**config.mk**
```make
export PLATFORM = sky130hd
export DESIGN_NAME = etx_ctrl
export DESIGN_NICKNAME = d
export VERILOG_FILES = /design/src/etx_link_quality_table_core_assert.svh /design/src/etx_pkg.sv /design/src/etx_ctrl.sv
export SDC_FILE = /design/constraint.sdc
export NUM_CORES = 1
export LEC_CHECK = 0
export ABC_AREA = 1
export BUFFER_PORTS_ARGS = -buffer_cell sky130_fd_sc_hd__buf_4
export CAP_MARGIN = 0
export CORE_UTILIZATION = 43
export CTS_CLUSTER_DIAMETER = 40
export DETAILED_ROUTE_END_ITERATION = 8
export GPL_ROUTABILITY_DRIVEN = 0
export PLACE_DENSITY_LB_ADDON = 0.3
export SETUP_SLACK_MARGIN = 0.3
export SYNTH_ARGS = -nofsm -noshare
export SYNTH_HDL_FRONTEND = slang
export SYNTH_SLANG_ARGS = --single-unit
```
**constraint.sdc**
```tcl
create_clock -name clk_i -period 1.5 [get_ports clk_i]
set_input_delay 0.3 -clock clk_i [delete_from_list [all_inputs] [get_ports clk_i]]
set_output_delay 0.3 -clock clk_i [all_outputs]
set_load 0.01 [all_outputs]
```
**src/etx_link_quality_table_core_assert.svh**
```systemverilog
// Assertion macros used by the link quality table datapath
`ifndef ETX_LINK_QUALITY_TABLE_CORE_ASSERT_SVH
`define ETX_LINK_QUALITY_TABLE_CORE_ASSERT_SVH

// same-cycle implication
`define ETX_ASSERT_NOW(label, ante, cons, msg) \
  label: assert property (@(posedge clk_i) disable iff (!rst_ni) (ante) |-> (cons)) \
    else $error(msg);

// next-cycle implication
`define ETX_ASSERT_NEXT(label, ante, cons, msg) \
  label: assert property (@(posedge clk_i) disable iff (!rst_ni) (ante) |=> (cons)) \
    else $error(msg);

`endif

```
**src/etx_pkg.sv**
```systemverilog
// Types and constants of the link quality table
package etx_pkg;

  localparam int unsigned TABLE_DEPTH_DEFAULT = 16;
  localparam int unsigned ADDR_W  = 32;
  localparam int unsigned SEQ_W   = 32;
  localparam int unsigned HEARD_W = 16;
  localparam int unsigned FDR_W   = 7;
  localparam int unsigned PDR_W   = 17;
  localparam int unsigned ETX_W   = 16;
  localparam int unsigned WGT_W   = 9;
  localparam int unsigned PF_W    = 24;
  localparam int unsigned DIV_W   = 32;
  localparam int unsigned CFG_W   = 16;
  localparam int unsigned CFG_IDX_W = 1;

  localparam logic [PDR_W-1:0]   PDR_ONE   = 17'h10000;
  localparam logic [ETX_W-1:0]   ETX_MAX   = 16'hFFFF;
  localparam logic [FDR_W-1:0]   FDR_MAX   = 7'd100;
  localparam logic [WGT_W-1:0]   WGT_MAX   = 9'd256;
  localparam logic [DIV_W-1:0]   INV_NUM   = 32'd1677721600;
  localparam logic [HEARD_W-1:0] HEARD_MAX = 16'hFFFF;
  localparam logic [FDR_W-1:0]   PCT_FULL  = 7'd100;

  localparam logic [CFG_IDX_W-1:0] REG_EWMA_WEIGHT = 1'd0;
  localparam logic [CFG_IDX_W-1:0] REG_INITIAL_ETX = 1'd1;

  localparam logic [1:0] ACT_PROBE   = 2'd0;
  localparam logic [1:0] ACT_TICK    = 2'd1;
  localparam logic [1:0] ACT_REPORT  = 2'd2;
  localparam logic [1:0] ACT_IGNORED = 2'd3;

  localparam logic [2:0] RK_UPDATED = 3'd0;
  localparam logic [2:0] RK_ADDED   = 3'd1;
  localparam logic [2:0] RK_DROPPED = 3'd2;
  localparam logic [2:0] RK_ETX     = 3'd3;
  localparam logic [2:0] RK_REPORT  = 3'd4;

  typedef struct packed {
    logic [1:0]        action;
    logic [ADDR_W-1:0] neighbor_addr;
    logic [SEQ_W-1:0]  seq_num;
    logic [FDR_W-1:0]  fdr_percent;
  } in_item_t;

  typedef struct packed {
    logic [2:0]        result_kind;
    logic [ADDR_W-1:0] entry_addr;
    logic [FDR_W-1:0]  pdr_percent;
    logic [ETX_W-1:0]  etx_value;
    logic              last;
  } res_item_t;

  typedef struct packed {
    logic [ADDR_W-1:0]  addr;
    logic [SEQ_W-1:0]   first_seq;
    logic [SEQ_W-1:0]   last_seq;
    logic [HEARD_W-1:0] heard;
    logic [FDR_W-1:0]   fdr;
    logic [PDR_W-1:0]   pdr;
    logic [ETX_W-1:0]   etx;
  } entry_t;

  typedef enum logic [2:0] {
    RS_UPD, RS_ADD, RS_DROP, RS_TICK, RS_REP, RS_EMPTY
  } res_src_e;

  typedef enum logic [3:0] {
    ST_IDLE, ST_P_RD, ST_P_CMP, ST_P_DECIDE, ST_T_RD, ST_T_CHK, ST_T_DIV1,
    ST_T_PF, ST_T_INV, ST_T_DIV2, ST_T_EWMA, ST_T_WB, ST_R_RD, ST_R_RES, ST_EMIT
  } state_e;

  typedef struct packed {
    logic     latch_in;
    logic     idx_clr;
    logic     idx_inc;
    logic     rd_idx;
    logic     rd_rep;
    logic     wr_upd;
    logic     wr_new;
    logic     wr_tick;
    logic     div_start1;
    logic     div_start2;
    logic     cap_keep;
    logic     cap_pdr;
    logic     cap_pf;
    logic     cap_inv;
    logic     cap_inv_max;
    logic     cap_etx;
    logic     res_load;
    res_src_e res_src;
    logic     out_load;
  } cmd_t;

  typedef struct packed {
    logic [1:0] in_action;
    logic [1:0] cur_action;
    logic       cnt_zero;
    logic       full;
    logic       match;
    logic       idx_last;
    logic       span_zero;
    logic       pf_zero;
    logic       div_done;
    logic       out_free;
  } status_t;

endpackage

```
**src/etx_ctrl.sv**
```systemverilog
// Sequencer for probe, window tick and report handling
module etx_ctrl (
  input  logic             clk_i,
  input  logic             rst_ni,
  input  logic             in_valid_i,
  output logic             in_ready_o,
  input  etx_pkg::status_t st_i,
  output etx_pkg::cmd_t    cmd_o
);
  etx_pkg::state_e state_q, state_d;

  always_ff @(posedge clk_i or negedge rst_ni) begin
    if (!rst_ni) begin
      state_q <= etx_pkg::ST_IDLE;
    end else begin
      state_q <= state_d;
    end
  end

  always_comb begin
    state_d = state_q;
    unique case (state_q)
      etx_pkg::ST_IDLE: begin
        if (in_valid_i) begin
          if (st_i.in_action == etx_pkg::ACT_PROBE) state_d = etx_pkg::ST_P_RD;
          else if (st_i.in_action == etx_pkg::ACT_TICK) state_d = etx_pkg::ST_T_RD;
          else if (st_i.in_action == etx_pkg::ACT_REPORT) state_d = etx_pkg::ST_R_RD;
        end
      end
      etx_pkg::ST_P_RD:
        state_d = st_i.cnt_zero ? etx_pkg::ST_P_DECIDE : etx_pkg::ST_P_CMP;
      etx_pkg::ST_P_CMP: begin
        if (st_i.match) state_d = etx_pkg::ST_EMIT;
        else if (st_i.idx_last) state_d = etx_pkg::ST_P_DECIDE;
        else state_d = etx_pkg::ST_P_RD;
      end
      etx_pkg::ST_P_DECIDE: state_d = etx_pkg::ST_EMIT;
      etx_pkg::ST_T_RD:
        state_d = st_i.cnt_zero ? etx_pkg::ST_IDLE : etx_pkg::ST_T_CHK;
      etx_pkg::ST_T_CHK:
        state_d = st_i.span_zero ? etx_pkg::ST_T_WB : etx_pkg::ST_T_DIV1;
      etx_pkg::ST_T_DIV1: if (st_i.div_done) state_d = etx_pkg::ST_T_PF;
      etx_pkg::ST_T_PF: state_d = etx_pkg::ST_T_INV;
      etx_pkg::ST_T_INV:
        state_d = st_i.pf_zero ? etx_pkg::ST_T_EWMA : etx_pkg::ST_T_DIV2;
      etx_pkg::ST_T_DIV2: if (st_i.div_done) state_d = etx_pkg::ST_T_EWMA;
      etx_pkg::ST_T_EWMA: state_d = etx_pkg::ST_T_WB;
      etx_pkg::ST_T_WB: state_d = etx_pkg::ST_EMIT;
      etx_pkg::ST_R_RD:
        state_d = st_i.cnt_zero ? etx_pkg::ST_EMIT : etx_pkg::ST_R_RES;
      etx_pkg::ST_R_RES: state_d = etx_pkg::ST_EMIT;
      etx_pkg::ST_EMIT: begin
        if (st_i.out_free) begin
          if (st_i.cur_action == etx_pkg::ACT_TICK && !st_i.idx_last) begin
            state_d = etx_pkg::ST_T_RD;
          end else begin
            state_d = etx_pkg::ST_IDLE;
          end
        end
      end
      default: state_d = etx_pkg::ST_IDLE;
    endcase
  end

  always_comb begin
    cmd_o         = '0;
    cmd_o.res_src = etx_pkg::RS_UPD;
    unique case (state_q)
      etx_pkg::ST_IDLE: begin
        cmd_o.latch_in = in_valid_i;
        cmd_o.idx_clr  = in_valid_i;
      end
      etx_pkg::ST_P_RD: cmd_o.rd_idx = !st_i.cnt_zero;
      etx_pkg::ST_P_CMP: begin
        if (st_i.match) begin
          cmd_o.wr_upd   = 1'b1;
          cmd_o.res_load = 1'b1;
          cmd_o.res_src  = etx_pkg::RS_UPD;
        end else if (!st_i.idx_last) begin
          cmd_o.idx_inc = 1'b1;
        end
      end
      etx_pkg::ST_P_DECIDE: begin
        cmd_o.res_load = 1'b1;
        if (st_i.full) begin
          cmd_o.res_src = etx_pkg::RS_DROP;
        end else begin
          cmd_o.wr_new  = 1'b1;
          cmd_o.res_src = etx_pkg::RS_ADD;
        end
      end
      etx_pkg::ST_T_RD: cmd_o.rd_idx = !st_i.cnt_zero;
      etx_pkg::ST_T_CHK: begin
        cmd_o.cap_keep   = st_i.span_zero;
        cmd_o.div_start1 = !st_i.span_zero;
      end
      etx_pkg::ST_T_DIV1: cmd_o.cap_pdr = st_i.div_done;
      etx_pkg::ST_T_PF: cmd_o.cap_pf = 1'b1;
      etx_pkg::ST_T_INV: begin
        cmd_o.cap_inv_max = st_i.pf_zero;
        cmd_o.div_start2  = !st_i.pf_zero;
      end
      etx_pkg::ST_T_DIV2: cmd_o.cap_inv = st_i.div_done;
      etx_pkg::ST_T_EWMA: cmd_o.cap_etx = 1'b1;
      etx_pkg::ST_T_WB: begin
        cmd_o.wr_tick  = 1'b1;
        cmd_o.res_load = 1'b1;
        cmd_o.res_src  = etx_pkg::RS_TICK;
      end
      etx_pkg::ST_R_RD: begin
        if (st_i.cnt_zero) begin
          cmd_o.res_load = 1'b1;
          cmd_o.res_src  = etx_pkg::RS_EMPTY;
        end else begin
          cmd_o.rd_rep = 1'b1;
        end
      end
      etx_pkg::ST_R_RES: begin
        cmd_o.res_load = 1'b1;
        cmd_o.res_src  = etx_pkg::RS_REP;
      end
      etx_pkg::ST_EMIT: begin
        cmd_o.out_load = st_i.out_free;
        cmd_o.idx_inc  = st_i.out_free && st_i.cur_action == etx_pkg::ACT_TICK
                         && !st_i.idx_last;
      end
      default: cmd_o.res_src = etx_pkg::RS_UPD;
    endcase
  end

  assign in_ready_o = state_q == etx_pkg::ST_IDLE;
endmodule

```
==> key figures, run 1 <==
Logic synthesis
  • Most common cell in the netlist: nand2_1
  • Async SR Flop Fraction: 100%
  • Synth Cell Area: 678 sq um
  • Cells after synthesis: approximately 130
  • Top FF cell, synth: dfrtp_1
  • Post-synth cell types: 18
  • Most frequent cells after synthesis: nand2_1 (42), inv_1 (24), nor2_1 (22), nand3_1 (15), dfrtp_1 (4)
  • Avg Inst Size Synth: 5.14 sq um
  • Leading area contributor after synthesis: nand2_1
  • Post-synth EDFFs: 0
  • Syn_nets: approximately 150
  • Register area share after synthesis: ~15%
  • Synth Register Bits: 4
  • Post-synth top area share: between 20 and 25%
  • Synth area leaders: nand2_1 (23%), dfrtp_1 (15%), inv_1 (13%)
  • Ys Warns: 0

Die
  • Boundary Pins: 37
  • Die width: ~42 microns
  • Starting Density: 49.0%
  • Rows: 13
  • DIE HEIGHT: 41.7 microns

Place
  • Port Buffer Count: 36
  • Placement-stage cell area: between 1000 and 1500 sq um
  • Post-DP HPWL: around 1.9 mm

Outcome
  • Stop err: [ERROR DPL-0038] Utilization greater than 100%, impossible to legalize
  • Status: stopped before the end
  • Exit stage: global routing (5_1_grt)

STA
  • Worst ep type: output port
  • Worst EP post-GRT repair: cmd_o[17]

Clock network
  • H-Tree Depth: 1
  • Clk sink count: 4
  • CTS max path bufs: 2
  • CTS Root Cell: clkbuf_4
  • CTS buffer count: 3

GRT
  • Largest net degree at the start of global routing: 8
-- repair_timing --
item,4_1_cts
cloned,0
endpoints found under the hold margin,4
setup endpoints to repair,26
pin swaps,8
setup buffers,5
gates resized for setup,25
hold buffers,1
-- logic make-up after synthesis --
group | Yosys count | share of synthesized area [%]
DFF | 4 | 14.8
AOI/OAI and AO/OA | 4 | 3.87
buffers and inverters | 28 | 16.1
and+or+nand+nor | 94 | 61.6
adders and majority gates | 2 | 3.69
-- through the flow --
stage / TNS (ns) / cells / setup slack [ns]
CTS: -2.03 / 197 / -0.165
detailed placement: -0.0357 / 188 / -0.0357
global placement: 0 / 188 / 0.00292
floorplan: 0 / 132 / 0.178
==> run 2, diff against run 1 <==
- CORE_AREA: default -> 2 2 63 65
- CORE_UTILIZATION: 43 -> default
- CTS_CLUSTER_DIAMETER: 40 -> default
- DIE_AREA: default -> 0 0 65 67
- PLACE_DENSITY_LB_ADDON: 0.3 -> 0.15
- SETUP_SLACK_MARGIN: 0.3 -> default
==> run 2 against run 1 <==
The flow now finishes, with violations (negative setup slack). Synthesized area did not move. Synthesized cell count did not move.
==> key figures, run 2 <==
Place
  • Setup slack at placement: 0.0280 ns (+0.0637 ns)
  • Placed insts: 227 (+21%)
  • Port Buffer Count: 36 (unchanged)
  • Post-DP HPWL: 2.08 mm (+6.7%)

Clock network
  • CTS max path bufs: 2 (unchanged)
  • CTS buffer count: 3 (unchanged)
  • Clock latency on the worst-skew pair: roughly 0.21 ns
  • Clk sink count: 4 (unchanged)
  • CTS tree: built
  • Clock Pin Slew Worst Setup and Hold Paths: roughly 0.03 ns
  • CTS Root Cell: clkbuf_8
  • H-Tree Depth: 1 (unchanged)

Worst setup path
  • Worst path max stage delay: between 0.4 and 0.5 ns
  • Worst setup SP type: flop
  • Cells along the critical path: buf_6 > nor2_4 > nand2_1 > nor2_2 > buf_4
  • Crit path kind: flop to output pin
  • CP arrival: between 1 and 1.5 ns
  • Delay-heaviest family, CP: flip-flops
  • Worst setup EP type: output pin
  • CP Max Fanout: 6
  • Critical path required time: between 1 and 1.5 ns
  • Slowest-stage cell, CP: dfrtp_2
  • Crit path buf inv count: 2

GRT
  • First-pass GRT wire length: around 4.3 mm
  • Vias in the first global route: slightly above 1,000
  • Initial antenna violation count: 0
  • Gr ovfl total: 0
  • Global Route Usage Sum: 12.4%
  • Largest net degree at the start of global routing: 8

STA
  • RSZ-0062 raised after global routing: true
  • Worst Max-Slew Pin Slew: approximately 0.28 ns
  • Setup WS post-layout: -0.164 ns
  • Clock skew: around 0.0019 ns
  • Min Hold Slack: 0.421 ns
  • Setup TNS: -1.40 ns
  • Final setup violation count: 18
  • Slew Limit Fails: 0
  • Final period utilization: 111%
  • F_max: roughly 0.6 GHz
  • Hold Vio Cnt, Final: 0
  • Relative slew slack: between 80 and 90%
  • Final min period: around 1.7 ns

Logic synthesis
  • Synth Register Bits: 4 (unchanged)
  • Most frequent cells after synthesis: nand2_1 (42), inv_1 (24), nor2_1 (22), nand3_1 (15), dfrtp_1 (4)
  • Post-synth top area share: 23.2% (unchanged)
  • Cells after synthesis: 132 (unchanged)
  • Post-synth EDFFs: 0 (unchanged)
  • Register area share after synthesis: 14.8% (unchanged)
  • Post-synth cell types: 18 (unchanged)
  • Leading area contributor after synthesis: nand2_1
  • Synth Cell Area: 678 sq um (unchanged)
  • Syn_nets: 149 (unchanged)
  • Ys Warns: 0 (unchanged)
  • Synth area leaders: nand2_1 (23%), dfrtp_1 (15%), inv_1 (13%)
  • Top FF cell, synth: dfrtp_1
  • Async SR Flop Fraction: 100% (unchanged)
  • Avg Inst Size Synth: 5.14 sq um (unchanged)
  • Most common cell in the netlist: nand2_1

Layout
  • Most frequent cells in the layout: buf_4 (55), nand2_1 (29), inv_1 (16), nor2_1 (14), buf_6 (13)
  • Fill count: around 370
  • Ratio of cells with drive above 1 in the final layout: a little over three fifths
  • Most common cell after layout, fill and taps aside: buf_4
  • Final #Nets: approximately 220
  • Final non-filler cell total: 251
  • Max FFs per register: 4
  • Largest Register: state_q
  • Synth-to-Final Area Change: 129%
  • N_diodes: 0
  • Top flop regs: state_q (4)

Power and ir drop
  • Max rail drop VDD: roughly 0.93 mV
  • Pwr dens: between 1500 and 2000 nW/um^2
  • P_leak: 0.886 nW
  • Tot Pwr: between 2 and 3 mW

Job
  • MaxCap Viol Count: 0

Route
  • Via density: 4.26
  • Wirelength per Cell: around 11 microns
  • Pre-antenna DRT Iters: 4
  • Routed WL: between 2 and 3 mm
  • Via count: 1,069
  • Antenna violation net count after detailed routing: 0
  • Iteration-0 DRC Markers: 27
  • DRC viols: 0

Die
  • DIE HEIGHT: 67 microns (+61%)
  • Starting Density: 18.8% (-30 points)
  • Boundary Pins: 37 (unchanged)
  • Die ar.: around 4400 sq um
  • Die width: 65 microns (+56%)
  • Core ar.: around 3600 sq um
  • Rows: 22 (+9)

Outcome
  • Status: finished, violations left
  • Violated checks: negative setup slack

Worst hold path
  • Hold Path Class: input pin to asynchronous set/reset pin
[run 2: cell counts after synthesis]
No cell type changed its count.
[run 2: power by group]
group          switching, mW  total [mW]  internal [mW]
logic                   1.18        2.22           1.04
clock network         0.0512       0.222          0.171
registers              0.152       0.332          0.180
total                   1.38        2.78           1.39
[run 2: path summary, 6_finish.rpt]
check                                start         end  slack (ns)  depth (start not counted)
max in group asynchronous           rst_ni  state_q[0]        0.96                          2
min in group clk_i                 st_i[1]  state_q[0]        0.50                          4
worst min register to register  state_q[3]  state_q[3]        0.64                          2
worst max-delay path            state_q[2]    cmd_o[6]       -0.16                          5
worst min-delay path                rst_ni  state_q[2]        0.42                          2
worst max register to register  state_q[2]  state_q[2]        0.02                         11
[run 2: timing repair]
action                     in CTS  in global routing
setup endpoints to repair      20                 26
hold endpoints to repair        4                  0
setup buffers                  13                  7
resized for setup              45                 32
hold buffers                    1                  0
pin swaps                      11                  7
[run 2: per-stage QoR]
stage | utilization [%] | area [sq um]
2_1_floorplan | - | 678
3_3_place_gp | 30.3 | 1090
3_5_place_dp | 30.3 | 1090
4_1_cts | 38.4 | 1390
5_1_grt | 43.0 | 1550
6_report | 43.0 | 1550
[run 2: cell families (layout without fill, tap and decap cells)]
logic type      count (synthesis)  after routing  synth area share [%]
compound gates                  4              4                  3.87
flops                           4              4                  14.8
simple gates                   94             94                  61.6
buf+inv                        28             99                  16.1
fa+ha+maj                       2              2                  3.69
[run 2: layer usage]
metal / part of all wire (%) / track usage, %
met3: 3.7 / 1.69
met5: 0 / 0
met1: 42 / 14.3
met2: 54 / 23.6
met4: 0.74 / 3.46
[run 2: worst register-to-register path: stages, from the launching register on]
cell and delay (ns):
dfrtp_2 0.47, buf_6 0.15, nand2_2 0.07, nor2_2 0.04
nand2_1 0.09, buf_4 0.11, buf_4 0.09, nand2_1 0.04
nor2_1 0.12, nand2_1 0.07, nand2_1 0.06, nand2_1 0.04
[run 2: cell type report]
| type | instances | area (sq um) | share of cell area [%] |
|---|---|---|---|
| Multi-Input combinational cell | 100 | 663 | 42.8 |
| Timing Repair Buffer | 69 | 569 | 36.7 |
| Inverter | 27 | 111 | 7.18 |
| Sequential cell | 4 | 105 | 6.78 |
| Tap cell | 48 | 60.1 | 3.87 |
| Clock buffer | 3 | 41.3 | 2.66 |
(Power assumes the default switching activity.)
